<file path="config.mk">
export PLATFORM = sky130hd
export DESIGN_NAME = crc32_frame_checker_top
export DESIGN_NICKNAME = d
export VERILOG_FILES = /design/src/hw/rtl/crcfc_pkg.sv /design/src/hw/rtl/crcfc_ctrl.sv /design/src/hw/rtl/crcfc_queue.sv /design/src/hw/rtl/crc32_frame_checker_top.sv
export SDC_FILE = /design/constraint.sdc
export NUM_CORES = 1
export LEC_CHECK = 0
export BUFFER_PORTS_ARGS = -buffer_cell sky130_fd_sc_hd__buf_2
export CAP_MARGIN = 20
export CORE_MARGIN = 8
export CORE_UTILIZATION = 30
export DETAILED_ROUTE_END_ITERATION = 8
export PLACE_DENSITY_LB_ADDON = 0.1
export REMOVE_ABC_BUFFERS = 1
export SYNTH_ARGS = -nofsm -noshare
export SYNTH_HDL_FRONTEND = slang
export SYNTH_SLANG_ARGS = --single-unit
</file>
<file path="constraint.sdc">
create_clock -name clk -period 8.9 [get_ports clk]
set_input_delay 1.78 -clock clk [delete_from_list [all_inputs] [get_ports clk]]
set_output_delay 1.78 -clock clk [all_outputs]
set_load 0.01 [all_outputs]
</file>
<file path="src/hw/rtl/crcfc_pkg.sv">
// Shared types, constants and the byte-wide CRC-32 update for the frame checker.
package crcfc_pkg;

  // CRC-32, reflected form.
  localparam logic [31:0] CRC_POLY = 32'hEDB88320;
  localparam logic [31:0] CRC_ONES = 32'hFFFFFFFF;

  // Frame layout: header byte, two length bytes, payload, four CRC bytes.
  localparam logic [7:0]  FRAME_HEADER   = 8'h00;
  localparam int unsigned POS_W          = 17;
  localparam int unsigned TOTAL_W        = POS_W + 1;
  localparam logic [TOTAL_W-1:0] FRAME_OVERHEAD = TOTAL_W'(7);
  localparam logic [POS_W-1:0]   POS_MAX        = {POS_W{1'b1}};

  // Status codes of a frame.
  localparam logic [2:0] ST_OK           = 3'd0;
  localparam logic [2:0] ST_SHORT        = 3'd1;
  localparam logic [2:0] ST_HEADER       = 3'd2;
  localparam logic [2:0] ST_ZERO_LEN     = 3'd3;
  localparam logic [2:0] ST_LEN_MISMATCH = 3'd4;
  localparam logic [2:0] ST_CRC_MISMATCH = 3'd5;

  // Result kinds.
  localparam logic KIND_PAYLOAD = 1'b0;
  localparam logic KIND_STATUS  = 1'b1;

  // Default depth of the result queue (a power of two, at least 4).
  localparam int unsigned QUEUE_DEPTH = 4;

  // One result item.
  typedef struct packed {
    logic       kind;
    logic [7:0] payload_byte;
    logic [2:0] status;
    logic       run_last;
  } result_t;

  // Up to two results that one input item pushes into the queue.
  typedef struct packed {
    logic    push0;
    logic    push1;
    result_t res0;
    result_t res1;
  } push_t;

  // One byte into the reflected CRC register, unrolled over the eight bits.
  function automatic logic [31:0] crc_add_byte(logic [31:0] crc, logic [7:0] b);
    logic [31:0] c;
    c = crc ^ {24'd0, b};
    for (int k = 0; k < 8; k++) begin
      c = (c >> 1) ^ (CRC_POLY & {32{c[0]}});
    end
    return c;
  endfunction

endpackage

</file>
<file path="src/hw/rtl/crcfc_ctrl.sv">
// Input register, frame state and per-byte result generation of the frame checker.
module crcfc_ctrl (
  input  logic                clk,
  input  logic                rst_n,
  input  logic                in_valid,
  output logic                in_ready,
  input  logic [7:0]          in_byte,
  input  logic                in_last,
  input  logic                space_ok,
  output crcfc_pkg::push_t    push
);

  // Input register.
  logic       in_valid_r;
  logic [7:0] in_byte_r;
  logic       in_last_r;

  // Frame state.
  logic [crcfc_pkg::POS_W-1:0] pos_r;
  logic [crcfc_pkg::POS_W-1:0] pos_nxt;
  logic [7:0]                  hdr_r;
  logic [7:0]                  hdr_nxt;
  logic [15:0]                 len_r;
  logic [15:0]                 len_nxt;
  logic [31:0]                 crc_r;
  logic [31:0]                 crc_nxt;
  logic [31:0]                 rcv_r;
  logic [31:0]                 rcv_nxt;

  logic                          go;
  logic                          is_payload;
  logic                          in_window;
  logic [crcfc_pkg::POS_W-1:0]   offset;
  logic [crcfc_pkg::TOTAL_W-1:0] total;
  logic [2:0]                    st;
  crcfc_pkg::result_t            res_pay;
  crcfc_pkg::result_t            res_stat;

  // The registered item moves on when the queue has room for two results.
  assign go       = in_valid_r && space_ok;
  assign in_ready = !in_valid_r || space_ok;

  assign offset    = pos_r - crcfc_pkg::POS_W'(3);
  assign in_window = (pos_r >= crcfc_pkg::POS_W'(3)) && (offset < {1'b0, len_r});

  // Store the byte by its position in the buffer.
  always_comb begin
    hdr_nxt    = hdr_r;
    len_nxt    = len_r;
    crc_nxt    = crc_r;
    rcv_nxt    = rcv_r;
    is_payload = 1'b0;
    priority if (pos_r == crcfc_pkg::POS_W'(0)) begin
      hdr_nxt = in_byte_r;
    end else if (pos_r == crcfc_pkg::POS_W'(1)) begin
      len_nxt = {in_byte_r, len_r[7:0]};
    end else if (pos_r == crcfc_pkg::POS_W'(2)) begin
      len_nxt = {len_r[15:8], in_byte_r};
    end else if (in_window) begin
      crc_nxt    = crcfc_pkg::crc_add_byte(crc_r, in_byte_r);
      is_payload = 1'b1;
    end else begin
      rcv_nxt = {rcv_r[23:0], in_byte_r};
    end
  end

  // Position counter saturates on very long buffers.
  assign pos_nxt = (pos_r == crcfc_pkg::POS_MAX) ? pos_r : pos_r + crcfc_pkg::POS_W'(1);
  assign total   = {1'b0, pos_r} + crcfc_pkg::TOTAL_W'(1);

  // Frame checks, first failure wins; they see the state after this byte.
  always_comb begin
    priority if (total <= crcfc_pkg::FRAME_OVERHEAD) begin
      st = crcfc_pkg::ST_SHORT;
    end else if (hdr_nxt != crcfc_pkg::FRAME_HEADER) begin
      st = crcfc_pkg::ST_HEADER;
    end else if (len_nxt == 16'd0) begin
      st = crcfc_pkg::ST_ZERO_LEN;
    end else if (total != crcfc_pkg::FRAME_OVERHEAD + {2'b00, len_nxt}) begin
      st = crcfc_pkg::ST_LEN_MISMATCH;
    end else if (~crc_nxt != rcv_nxt) begin
      st = crcfc_pkg::ST_CRC_MISMATCH;
    end else begin
      st = crcfc_pkg::ST_OK;
    end
  end

  // Results of this item: an optional payload byte, then an optional status.
  always_comb begin
    res_pay.kind          = crcfc_pkg::KIND_PAYLOAD;
    res_pay.payload_byte  = in_byte_r;
    res_pay.status        = crcfc_pkg::ST_OK;
    res_pay.run_last      = !in_last_r;
    res_stat.kind         = crcfc_pkg::KIND_STATUS;
    res_stat.payload_byte = 8'd0;
    res_stat.status       = st;
    res_stat.run_last     = 1'b1;
    push.push0 = go && (is_payload || in_last_r);
    push.push1 = go && is_payload && in_last_r;
    push.res0  = is_payload ? res_pay : res_stat;
    push.res1  = res_stat;
  end

  // Input register and frame state; a flagged byte returns the state to reset.
  always_ff @(posedge clk) begin
    if (!rst_n) begin
      in_valid_r <= 1'b0;
      pos_r      <= '0;
      hdr_r      <= 8'd0;
      len_r      <= 16'd0;
      crc_r      <= crcfc_pkg::CRC_ONES;
      rcv_r      <= 32'd0;
    end else begin
      if (in_ready) begin
        in_valid_r <= in_valid;
      end
      if (go) begin
        if (in_last_r) begin
          pos_r <= '0;
          hdr_r <= 8'd0;
          len_r <= 16'd0;
          crc_r <= crcfc_pkg::CRC_ONES;
          rcv_r <= 32'd0;
        end else begin
          pos_r <= pos_nxt;
          hdr_r <= hdr_nxt;
          len_r <= len_nxt;
          crc_r <= crc_nxt;
          rcv_r <= rcv_nxt;
        end
      end
    end
  end

  // Input payload register.
  always_ff @(posedge clk) begin
    if (in_valid && in_ready) begin
      in_byte_r <= in_byte;
      in_last_r <= in_last;
    end
  end

endmodule

</file>
<file path="src/hw/rtl/crcfc_queue.sv">
// Result queue that takes up to two results a cycle and gives one a cycle while out_ready is high.
module crcfc_queue #(
  parameter int unsigned DEPTH = crcfc_pkg::QUEUE_DEPTH
) (
  input  logic               clk,
  input  logic               rst_n,
  input  crcfc_pkg::push_t   push,
  output logic               space_ok,
  output logic               out_valid,
  input  logic               out_ready,
  output crcfc_pkg::result_t out_res
);

  localparam int unsigned PTR_W = $clog2(DEPTH);
  localparam int unsigned CNT_W = $clog2(DEPTH + 1);

  crcfc_pkg::result_t mem_r [DEPTH];
  logic [PTR_W-1:0]   wr_ptr_r;
  logic [PTR_W-1:0]   wr_ptr_nxt;
  logic [PTR_W-1:0]   wr_ptr_p1;
  logic [PTR_W-1:0]   rd_ptr_r;
  logic [PTR_W-1:0]   rd_ptr_nxt;
  logic [CNT_W-1:0]   cnt_r;
  logic [CNT_W-1:0]   cnt_nxt;
  logic               pop;

  // Room for two results, judged on the registered count alone.
  assign space_ok  = cnt_r <= CNT_W'(DEPTH - 2);
  assign out_valid = cnt_r != '0;
  assign out_res   = mem_r[rd_ptr_r];
  assign pop       = out_valid && out_ready;

  assign wr_ptr_p1  = wr_ptr_r + PTR_W'(1);
  assign wr_ptr_nxt = wr_ptr_r + PTR_W'(push.push0) + PTR_W'(push.push1);
  assign rd_ptr_nxt = rd_ptr_r + PTR_W'(pop);
  assign cnt_nxt    = cnt_r + CNT_W'(push.push0) + CNT_W'(push.push1) - CNT_W'(pop);

  // Pointers and fill count.
  always_ff @(posedge clk) begin
    if (!rst_n) begin
      wr_ptr_r <= '0;
      rd_ptr_r <= '0;
      cnt_r    <= '0;
    end else begin
      wr_ptr_r <= wr_ptr_nxt;
      rd_ptr_r <= rd_ptr_nxt;
      cnt_r    <= cnt_nxt;
    end
  end

  // Storage: first result at the tail, second one behind it.
  always_ff @(posedge clk) begin
    if (push.push0) begin
      mem_r[wr_ptr_r] <= push.res0;
    end
    if (push.push1) begin
      mem_r[wr_ptr_p1] <= push.res1;
    end
  end

`ifndef SYNTH
  a_cnt_bound: assert property (@(posedge clk) disable iff (!rst_n)
    cnt_r <= CNT_W'(DEPTH))
    else $error("result queue count above depth");

  a_push_order: assert property (@(posedge clk) disable iff (!rst_n)
    push.push1 |-> push.push0)
    else $error("second result pushed without a first");

  a_push_room: assert property (@(posedge clk) disable iff (!rst_n)
    push.push0 |-> space_ok)
    else $error("result pushed without room in the queue");

  a_pop_only: assert property (@(posedge clk) disable iff (!rst_n)
    (pop && !push.push0) |=> cnt_r == $past(cnt_r) - CNT_W'(1))
    else $error("queue count did not drop after a pop");
`endif

endmodule

</file>
<file path="src/hw/rtl/crc32_frame_checker_top.sv">
// Top level of the length-prefixed frame checker with CRC-32.
//
//   channel | handshake           | item fields
//   --------+---------------------+-------------------------------------------
//   input   | in_valid/in_ready   | in_byte, in_last
//   result  | out_valid/out_ready | out_kind, out_payload_byte, out_status,
//           |                     | out_run_last
//
// One input item is taken per cycle while the queue has room; its results pass the input register and the queue.
// The queue takes up to two results a cycle; a flagged payload byte gives two.
// The output port gives one result a cycle while out_ready is high, which sets the sustained rate.
// Reset is synchronous and returns the frame state and the queue to empty.
// Input stalls only while the result queue cannot take two more results.
module crc32_frame_checker_top #(
  parameter int unsigned QUEUE_DEPTH = crcfc_pkg::QUEUE_DEPTH
) (
  input  logic       clk,
  input  logic       rst_n,
  input  logic       in_valid,
  output logic       in_ready,
  input  logic [7:0] in_byte,
  input  logic       in_last,
  output logic       out_valid,
  input  logic       out_ready,
  output logic       out_kind,
  output logic [7:0] out_payload_byte,
  output logic [2:0] out_status,
  output logic       out_run_last
);

  crcfc_pkg::push_t   push;
  crcfc_pkg::result_t out_res;
  logic               space_ok;

  // Frame state and result generation.
  crcfc_ctrl u_ctrl (
    .clk      (clk),
    .rst_n    (rst_n),
    .in_valid (in_valid),
    .in_ready (in_ready),
    .in_byte  (in_byte),
    .in_last  (in_last),
    .space_ok (space_ok),
    .push     (push)
  );

  // Result queue toward the output channel.
  crcfc_queue #(
    .DEPTH (QUEUE_DEPTH)
  ) u_queue (
    .clk       (clk),
    .rst_n     (rst_n),
    .push      (push),
    .space_ok  (space_ok),
    .out_valid (out_valid),
    .out_ready (out_ready),
    .out_res   (out_res)
  );

  assign out_kind         = out_res.kind;
  assign out_payload_byte = out_res.payload_byte;
  assign out_status       = out_res.status;
  assign out_run_last     = out_res.run_last;

endmodule

</file>
==> results.toml, run 1 <==
[global_route]
grt_pass1_vias = 8824
grt-ovfl-total = 0
grt_first_pass_wirelength_um = 55100
grt_antenna_before_repair = 0
grt_max_degree = 88
track_usage_pct = 16.34

[routing]
avgRoutedWirePerCell_um = 20.51
drc = 0
wl_um = 35330
ant_nets = 0
vias_per_cell = 5.248
first_pass_iters = 6
drt_iter0_drc = 567
dr_total_vias = 9042

[sta]
timing.slew.headroom_pct = 28.68
worstMarginPinSlew_ns = 1.063
max_freq_mhz = 166.2
period_needed_ns = 6.018
rsz0062_at_grt = "no"
finalSetupTns_ns = 0
fin_crit_sh_pct = 67.62
setup-violations-final = 0
final-max-slew-violation-count = 0
skew_ns = 0.01418
finalHoldViolations = 0

[synth]
synth_fa_ha_area_share_pct = 3.273
synth_top_family_by_area = "simple AND/OR/NAND/NOR gates"
synth_top_cell_by_area = "dfxtp_1"
synth_xor_area_share_pct = 17.12
ys_seq_area_share_pct = 33.55
synth_compound_area_share_pct = 14.75
async_flop_share_pct = 0
yosys.cell_types.count = 78
synthMuxAreaShare_pct = 5.501
synth_edf_count = 21
netlist_area_um2 = 11010
synth_seq_cells = 174
synthSimpleGateAreaFrac_pct = 21.70
syn_avg_cell_area_um2 = 8.751
synth_top_area_share_pct = 27.82
synthTopCellsByArea = "dfxtp_1 28%, xnor2_1 9.9%, edfxtp_1 5.7%"
ys.flop_type = "dfxtp_1"
synthesis.instances = 1258
ys_warn_count = 0

[clocking]
holdBufCountCts = 0
cts_resized = 0
cts_buffers = 17
cts_tree = "yes"
clkTransAtPathRegs_ns = 0.08
cts_root_buffer = "clkbuf_16"
htree_levels = 4
cts_setup_buffers = 0
clock_path_buffers = 2
insertion_delay_ns = 0.46
cts_sinks = 174

[placement]
port-buffer-count = 27
place_area_um2 = 11580
post-dp-hpwl_um = 25300
gp_congestion = 0.8342

[final_layout]
drive_gt1_share_pct = 9.801
final_cell_mix = "153 x dfxtp_1, 124 x xnor2_1, 118 x nor2_1"
area_growth_pct = 10.66
finalInstanceArea_um2 = 12180
nFillCells = 3810
num_antenna_cells = 0
final_common_cell = "dfxtp_1"
nets = 1282

[power]
p_leak_nw = 4.234
power.density_nw_per_um2 = 174.8
vdd.ir_drop.worst_mv = 0.1099

[floorplan]
rows = 70
io_pins = 28
die_x_um = 207.6
core_um2 = 36350
fp.dieH_um = 207.6
start_util_pct = 30.29
die_area_um2 = 43080

[critical_path]
cp_top_family = "simple AND/OR/NAND/NOR gates"
max_stage_delay_ns = 0.84
required_ns = 8.99
path_cells = "ha_1 -> nor3_1 -> nand2b_1 -> nor4_1 -> xor2_1 -> ha_1 -> a211oi_1 -> o21ai_0 -> o221a_2 -> o31a_1 -> nor3_2 -> o21ai_0 -> inv_1 -> buf_4 -> nand3_1 -> o21ai_0"
crit_arrival_ns = 6.11
crit_slowest_cell = "nor3_2"
endpoint_kind = "flop"
criticalPathCategory = "reg -> reg"
critPathBufInv = 2
start_kind = "flop"
critPathMaxFanout = 39
crit_top_cell = "o21ai_0"

[job]
drv_cap = 0

[status]
status = "finished clean"

[hold_path]
min_path_type = "reg -> reg"
[per-stage QoR]
stage / utilization [%] / power [mW] / std cells / setup slack [ns] / hold WS (ns)
floorplan: - / 1.208 / 1175 / 3.273 / 0.4177
global placement: 31.84 / 1.376 / 1689 / 2.908 / 0.4355
detailed placement: 31.87 / 1.375 / 1691 / 2.890 / 0.4317
CTS: 33.52 / 2.161 / 1723 / 2.845 / 0.4443
global route: 33.52 / 2.238 / 1723 / 2.296 / 0.4697
finish: 33.52 / 2.129 / 1723 / 2.882 / 0.4461
[cell usage after synthesis (5+ instances only)]
cell        n
dfxtp_1   153
xnor2_1   124
nor2_1    118
nand2_1    93
nor2b_1    88
clkbuf_1   73
a21oi_1    61
a22oi_1    61
xor2_1     53
inv_1      33
o21ai_0    33
mux2i_1    29
nor3_1     27
o22ai_1    26
ha_1       24
nand4_1    24
edfxtp_1   21
and2_1     20
nor4_1     19
nand3_1    16
mux4_2     13
xnor3_1    12
a31oi_1    11
nand2b_1   10
or3_1       8
or2_2       7
buf_1       6
a211oi_1    5
[registers in the layout, indices dropped and copies added (netlist names)]
register	count
u_ctrl.rcv_r	32
u_ctrl.crc_r	32
u_queue.cnt_r	3
u_ctrl.in_valid_r	1
u_queue.rd_ptr_r	2
u_ctrl.in_last_r	1
u_ctrl.in_byte_r	8
u_ctrl.hdr_r	8
u_ctrl.len_r	16
u_queue.mem_r	52
u_ctrl.pos_r	17
u_queue.wr_ptr_r	2
[metal layers]
metal  vias to the layer above  wire length, um  track usage (%)
li1                       4418                -                -
met1                      4400            17450            22.67
met2                       184            16070            26.02
met3                        40             1183            2.174
met4                         0              625            5.004
met5                         -                0                0
[final cells by class]
class | instances | area (um2) | area share [%]
timing repair buffer | 48 | 292.8 | 2.403
sequential | 174 | 3694 | 30.32
tap | 468 | 585.6 | 4.806
clock buffer | 17 | 425.4 | 3.492
multi-input combinational | 968 | 6889 | 56.55
inverter | 33 | 123.9 | 1.017
clock inverter | 15 | 172.7 | 1.417
[report_power, final]
part,switching (mW),total [mW],internal (mW)
clock network,0.376,0.776,0.400
logic,0.283,0.491,0.209
registers,0.0384,0.862,0.824
total,0.697,2.13,1.43
[cell families after synthesis]
kind of cell,Yosys count
adder cells (fa/ha/maj),27
multiplexers,44
AO/OA/AOI/OAI,245
XOR/XNOR,192
AND/OR/NAND/NOR,460
buffers and inverters,116
flip-flops,174
[worst paths after layout]
kind	start	depth (start not counted)	slack (ns)	endpoint
worst max-delay path	u_ctrl.pos_r[0]	16	2.88	u_queue.mem_r[3][1]
worst min-delay path	u_queue.mem_r[2][12]	2	0.45	u_queue.mem_r[2][12]
worst max register to register	u_ctrl.pos_r[0]	16	2.88	u_queue.mem_r[3][1]
worst min register to register	u_queue.mem_r[2][12]	2	0.45	u_queue.mem_r[2][12]
[worst register-to-register path, cell delays in order, from the launching register on]
cell and delay, ns:
dfxtp_1 0.36, ha_1 0.34, nor3_1 0.36, nand2b_1 0.24, nor4_1 0.29, xor2_1 0.19, ha_1 0.26, a211oi_1 0.22
o21ai_0 0.16, o221a_2 0.29, o31a_1 0.26, nor3_2 0.85, o21ai_0 0.25, inv_1 0.10, buf_4 0.39, nand3_1 0.61
o21ai_0 0.47
(Power assumes the default switching activity.)
==> run 2: changes to the inputs <==
==> constraint.sdc (replaced) <==
create_clock -name clk -period 5.3 [get_ports clk]
set_input_delay 1.06 -clock clk [delete_from_list [all_inputs] [get_ports clk]]
set_output_delay 1.06 -clock clk [all_outputs]
set_load 0.01 [all_outputs]
==> run 2 against run 1 <==
  * Setup slack got worse by 2.6 ns
  * Clock skew rose by 0.0016 ns
  * Total power is 67% higher
  * Largest cell class unchanged
  * Largest power group unchanged
  * Highest routed layer unchanged
==> results.toml, run 2 (synthesis results as in run 1) <==
[status]
status = "finished clean"

[routing]
route.met3.wl_um = 1155
routed.top_layer = "met4"
ant_nets = 0
wl_um = 36450
dr_total_vias = 9201
drt_iter0_drc = 593
avgRoutedWirePerCell_um = 20.69
first_pass_iters = 5
wl_met2_um = 17020
drc = 0
vias_per_cell = 5.222
drt-met1-wl_um = 17300

[power]
p_sw_mw = 1.140
power.density_nw_per_um2 = 285.7
swShare_pct = 32.08
p_leak_nw = 4.407
p_comb_share_pct = 23.9
clkPwrFrac_pct = 35.1
vdd.ir_drop.worst_mv = 0.1944
p_int_mw = 2.415
p_seq_share_pct = 41.0

[clocking]
holdBufCountCts = 0
htree_levels = 4
cts_root_buffer = "clkbuf_16"
clock_path_buffers = 2
cts_tree = "yes"
cts_sinks = 174
cts_buffers = 17
clkTransAtPathRegs_ns = 0.08
insertion_delay_ns = 0.45
cts_setup_buffers = 0

[sta]
fin_crit_sh_pct = 94.66
final-max-slew-violation-count = 0
setup_ws_ns = 0.2831
worstMarginPinSlew_ns = 1.031
timing.slew.headroom_pct = 31.16
rsz0062_at_grt = "no"
max_freq_mhz = 199.3
period_needed_ns = 5.017
finalHoldViolations = 0
skew_ns = 0.01576
fin_hold_ws_ns = 0.4395
finalSetupTns_ns = 0
setup-violations-final = 0

[critical_path]
endpoint_kind = "flop"
criticalPathCategory = "reg -> reg"
crit_arrival_ns = 5.21
start_kind = "flop"
required_ns = 5.49
critPathMaxFanout = 11

[placement]
post-dp-hpwl_um = 26710
gp_congestion = 0.8781
port-buffer-count = 27
place_ws_ns = 0.2506

[floorplan]
die_area_um2 = 43080
io_pins = 28
fp.dieH_um = 207.6
die_x_um = 207.6
start_util_pct = 30.29
rows = 70
core_um2 = 36350

[final_layout]
final_common_cell = "dfxtp_1"
final_cell_mix = "153 x dfxtp_1, 124 x xnor2_1, 118 x nor2_1"
nets = 1321
regMostFlops = "u_queue.mem_r"
num_antenna_cells = 0
final_util_pct = 34.23
top_regs = "u_queue.mem_r: 52 flops, u_ctrl.crc_r: 32 flops, u_ctrl.rcv_r: 32 flops"
largest_reg_flops = 52
drive_gt1_share_pct = 12.29
area_growth_pct = 13.02

[global_route]
grt_first_pass_wirelength_um = 56150
grt_pass1_vias = 9041
grt-ovfl-total = 0
track_usage_pct = 16.78
grt_max_degree = 69
grt_antenna_before_repair = 0

[hold_path]
min_path_type = "reg -> reg"

[job]
drv_cap = 0
-- run 2: cell count changes in the layout (fill, tap and decap cells not counted), sizes merged --
| cell | before | now |
|---|---|---|
| buf | 48 | 87 |
| clkbuf | 17 | 20 |
| inv | 40 | 39 |
| clkinv | 4 | 2 |
-- run 2: cell type report --
type	instances	area [um2]
Clock buffer	20	436.7
Clock inverter	12	125.1
Multi-Input combinational cell	968	6890
Fill cell	3803	23900
Tap cell	468	585.6
Inverter	33	123.9
Timing Repair Buffer	87	588.1
Sequential cell	174	3694
-- run 2: worst paths after layout --
| path | from | to | slack, ns | cells after the start |
|---|---|---|---|---|
| setup / recovery | u_ctrl.pos_r[0] | u_queue.mem_r[1][3] | 0.28 | 16 |
| hold reg to reg | u_queue.mem_r[0][12] | u_queue.mem_r[0][12] | 0.44 | 2 |
| hold / removal | u_queue.mem_r[0][12] | u_queue.mem_r[0][12] | 0.44 | 2 |
| setup reg to reg | u_ctrl.pos_r[0] | u_queue.mem_r[1][3] | 0.28 | 16 |
-- run 2: per-stage QoR --
step	instances	area, um2	total power [mW]
2_1_floorplan	1175	10680	2.028
3_3_place_gp	1729	11870	2.345
3_5_place_dp	1730	11880	2.344
4_1_cts	1762	12440	3.612
5_1_grt	1762	12440	3.737
6_report	1762	12440	3.555
-- run 2: timing repair --
item	in CTS	in global routing
endpoints found under the setup margin	0	8
endpoints found under the hold margin	0	0
resized for setup	0	3
-- run 2: critical path, cell delays in order (launching register included) --
cell and delay, ns:
dfxtp_1 0.37, and2_1 0.16, or3_1 0.36, or2_2 0.36
or3_1 0.36, xnor2_1 0.15, ha_1 0.19, a211oi_1 0.20
o21ai_0 0.15, o221a_2 0.28, o31a_1 0.25, or2_2 0.36
a2111oi_1 0.29, a21oi_1 0.15, or4_1 0.55, o41ai_4 0.48
nor2_1 0.08
-- run 2: power by group through the flow --
stage,Clock (mW),Sequential [mW],Combinational [mW]
3_3_place_gp,0,1.49,0.851
6_report,1.25,1.46,0.849
3_5_place_dp,0,1.49,0.851
2_1_floorplan,0,1.48,0.553
4_1_cts,1.29,1.46,0.855
5_1_grt,1.35,1.47,0.917
-- run 2: routing by layer --
| metal | GRT usage [%] | up-vias |
|---|---|---|
| li1 | - | 4497 |
| met1 | 22.34 | 4446 |
| met2 | 27.27 | 210 |
| met3 | 2.385 | 48 |
| met4 | 6.261 | 0 |
| met5 | 0 | - |
==> run 3: changes to the inputs <==
--- a/config.mk
+++ b/config.mk
@@ -14,4 +14,5 @@
 export REMOVE_ABC_BUFFERS = 1
 export SYNTH_ARGS = -nofsm -noshare
 export SYNTH_HDL_FRONTEND = slang
+export SYNTH_HIERARCHICAL = 1
 export SYNTH_SLANG_ARGS = --single-unit
==> run 3 against run 2 <==
  * Count of clock-buffer cells in the layout decreased by 3
  * Core utilization about the same
  * Combinational power increased by 18%
  * Global-route usage decreased by 0.46 points
  * Flip-flop and latch count unchanged
  * Total power increased by 6.4%
  * Critical path type unchanged
  * Critical endpoint is now u_queue/mem_r[1][3]
==> results.toml, run 3 <==
[synth]
ys.flop_type = "dfxtp_1"
synthesis.instances = 1281
synthTopCellsByArea = "dfxtp_1 19%, edfxtp_1 15%, xnor2_1 7.4%"
ys_warn_count = 6
netlist_area_um2 = 12040
synth_top_family_by_area = "simple AND/OR/NAND/NOR gates"
synthMuxAreaShare_pct = 9.361
syn_avg_cell_area_um2 = 9.401
ys_top_cells_by_count = "113 x dfxtp_1, 102 x xnor2_1, 86 x nand2_1"
synth_edf_count = 61
ys_seq_area_share_pct = 33.99
yosys.cell_types.count = 85
synth_top_cell_by_area = "dfxtp_1"
synth_compound_area_share_pct = 12.46
synth_fa_ha_area_share_pct = 2.992
synthSimpleGateAreaFrac_pct = 20.97
synth_top_area_share_pct = 18.78
synth_xor_area_share_pct = 14.81
async_flop_share_pct = 0
yosys.cell_count.top_type = "dfxtp_1"
synth_seq_cells = 174

[hold_path]
min_path_type = "reg -> reg"
hp-start = "u_ctrl/in_valid_r"
whs_endpoint = "u_ctrl/in_valid_r"
hold-path-cell-count = 2

[critical_path]
criticalPathCategory = "reg -> reg"
r2r-end = "u_queue/mem_r[1][3]"
reg2reg_slack_ns = 0.29
path_cells = "or4_4 -> nand2b_1 -> o31ai_1 -> o21ai_0 -> ha_1 -> a211oi_1 -> o211ai_1 -> nor3_1 -> and4b_1 -> buf_4 -> o21a_1 -> a22o_1 -> a221o_1 -> a2111oi_0 -> nand4_1 -> nor4_2 -> nor4_1 -> mux2_2"
r2r_cells = 18
crit_start = "u_ctrl/pos_r[4]"
r2r_start = "u_ctrl/pos_r[4]"
required_ns = 5.50
start_kind = "flop"
endpoint_kind = "flop"
max_stage_delay_ns = 0.57
crit_slowest_cell = "or4_4"
critPathBufInv = 1
crit_arrival_ns = 5.22
cp_top_family = "simple AND/OR/NAND/NOR gates"
critPathMaxFanout = 16

[placement]
post-dp-hpwl_um = 28360
place_ws_ns = 0.08916
gp_congestion = 0.8705
port-buffer-count = 27

[sta]
skew_ns = 0.01151
setup_ws_ns = 0.2862
fin_hold_ws_ns = 0.5440
max_freq_mhz = 199.4
timing.slew.headroom_pct = 28.30
finalHoldViolations = 0
setup-violations-final = 0
period_needed_ns = 5.014
fin_crit_sh_pct = 94.60
final-max-slew-violation-count = 0
worstMarginPinSlew_ns = 1.067
rsz0062_at_grt = "no"

[floorplan]
die_x_um = 216.4
fp.dieH_um = 216.4
core_um2 = 39640
rows = 73
die_area_um2 = 46810
io_pins = 28
start_util_pct = 30.38

[job]
drv_cap = 0

[routing]
avgRoutedWirePerCell_um = 20.88
drt_iter0_drc = 648
drc = 0
first_pass_iters = 7
vias_per_cell = 5.227
wl_um = 38260
dr_total_vias = 9581
ant_nets = 0

[final_layout]
nFillCells = 4172
regMostFlops = "u_queue/mem_r"
final_common_cell = "dfxtp_1"
largest_reg_flops = 52
drive_gt1_share_pct = 17.81
nets = 1336
area_growth_pct = 12.60
final_util_pct = 34.21
final_cell_mix = "113 x dfxtp_1, 102 x xnor2_1, 86 x nand2_1"
top_regs = "u_queue/mem_r: 52 flops, u_ctrl/crc_r: 32 flops, u_ctrl/rcv_r: 32 flops"
num_antenna_cells = 0

[power]
p_sw_mw = 1.225
swShare_pct = 32.39
p_leak_nw = 4.777
vdd.ir_drop.worst_mv = 0.2188
p_comb_share_pct = 26.4
p_int_mw = 2.558
power.density_nw_per_um2 = 279.0
clkPwrFrac_pct = 34.9
power_mw = 3.783
p_seq_share_pct = 38.7

[global_route]
grt-ovfl-total = 0
grt_first_pass_wirelength_um = 59160
grt_antenna_before_repair = 0
grt_pass1_vias = 9545
grt_max_degree = 114
track_usage_pct = 16.32

[clocking]
htree_levels = 4
cts_sinks = 174
cts_root_buffer = "clkbuf_16"
cts_buffers = 17
clock_path_buffers = 2
insertion_delay_ns = 0.45
holdBufCountCts = 0
clkTransAtPathRegs_ns = 0.08
cts_tree = "yes"

[status]
status = "finished clean"
run 3: changes by cell type after synthesis, moves of 13 or more:
cell / delta
nor2_1: -54
nand3_1: +13
a21oi_1: -37
edfxtp_1: +40
buf_4: +14
dfxtp_1: -40
xnor2_1: -22
nor2b_1: -17
mux2_2: +51
run 3: per-layer routing:
metal  up-vias  routed length, um  share of wire, %  global-route usage (%)
met3        52               1399               3.7                   2.326
met4         0               1105               2.9                   6.312
met1      4686              18500                48                   22.63
met2       204              17260                45                   25.34
li1       4639                  -                 -                       -
met5         -                  0                 0                       0
run 3: tightest hold or removal path: cells and delay by family, from the launching register on:
family           cells  cell delay (ns)
AND/OR/NAND/NOR      1             0.10
flip-flops           1             0.32
AO/OA/AOI/OAI        1             0.08
run 3: how the worst max path moves through the flow:
stage	cells past startpoint	end	slack [ns]
2_1_floorplan	19	u_queue/cnt_r[2]	-0.72
3_3_place_gp	18	u_queue/mem_r[1][3]	0.14
3_5_place_dp	18	u_queue/mem_r[2][3]	0.09
4_1_cts	18	u_queue/mem_r[1][3]	0.08
5_1_grt	19	u_queue/mem_r[1][3]	0.01
6_report	18	u_queue/mem_r[1][3]	0.29
run 3: layout make-up:
cell class | instances | area [um2] | area share [%]
well taps | 525 | 656.9 | 4.844
multi-input cells | 973 | 7378 | 54.41
clock buffers | 17 | 425.4 | 3.137
repair buffers | 94 | 699.4 | 5.158
inverters | 36 | 135.1 | 0.9965
flip-flops and latches | 174 | 4094 | 30.19
clock inverters | 14 | 171.4 | 1.264
run 3: cells by family (layout without fill, tap and decap cells):
| group | Yosys count | count (layout) |
|---|---|---|
| simple gates | 448 | 448 |
| compound gates | 220 | 220 |
| xor+xnor | 180 | 180 |
| flops | 174 | 174 |
| buf+inv | 142 | 161 |
| mux | 88 | 88 |
| fa+ha+maj | 27 | 27 |
| other cells | 2 | 10 |
run 3: power groups by stage:
| stage | Combinational (mW) | Clock (mW) | Sequential, mW |
|---|---|---|---|
| 3_3_place_gp | 0.961 | 0 | 1.52 |
| 3_5_place_dp | 0.953 | 0 | 1.52 |
| 5_1_grt | 1.08 | 1.42 | 1.47 |
| 4_1_cts | 0.957 | 1.37 | 1.49 |
| 2_1_floorplan | 0.615 | 0 | 1.51 |
| 6_report | 0.998 | 1.32 | 1.46 |
run 3: metrics by stage:
step | instances | TNS [ns] | instance area [um2]
floorplan | 1183 | -27.27 | 11560
global placement | 1799 | 0 | 12870
detailed placement | 1799 | 0 | 12870
CTS | 1830 | 0 | 13460
global route | 1833 | 0 | 13560
finish | 1833 | 0 | 13560
run 3: timing repair:
item / in CTS / in global routing
endpoints found under the setup margin: 0 / 56
gates resized for setup: 0 / 7
buffers inserted: 0 / 0
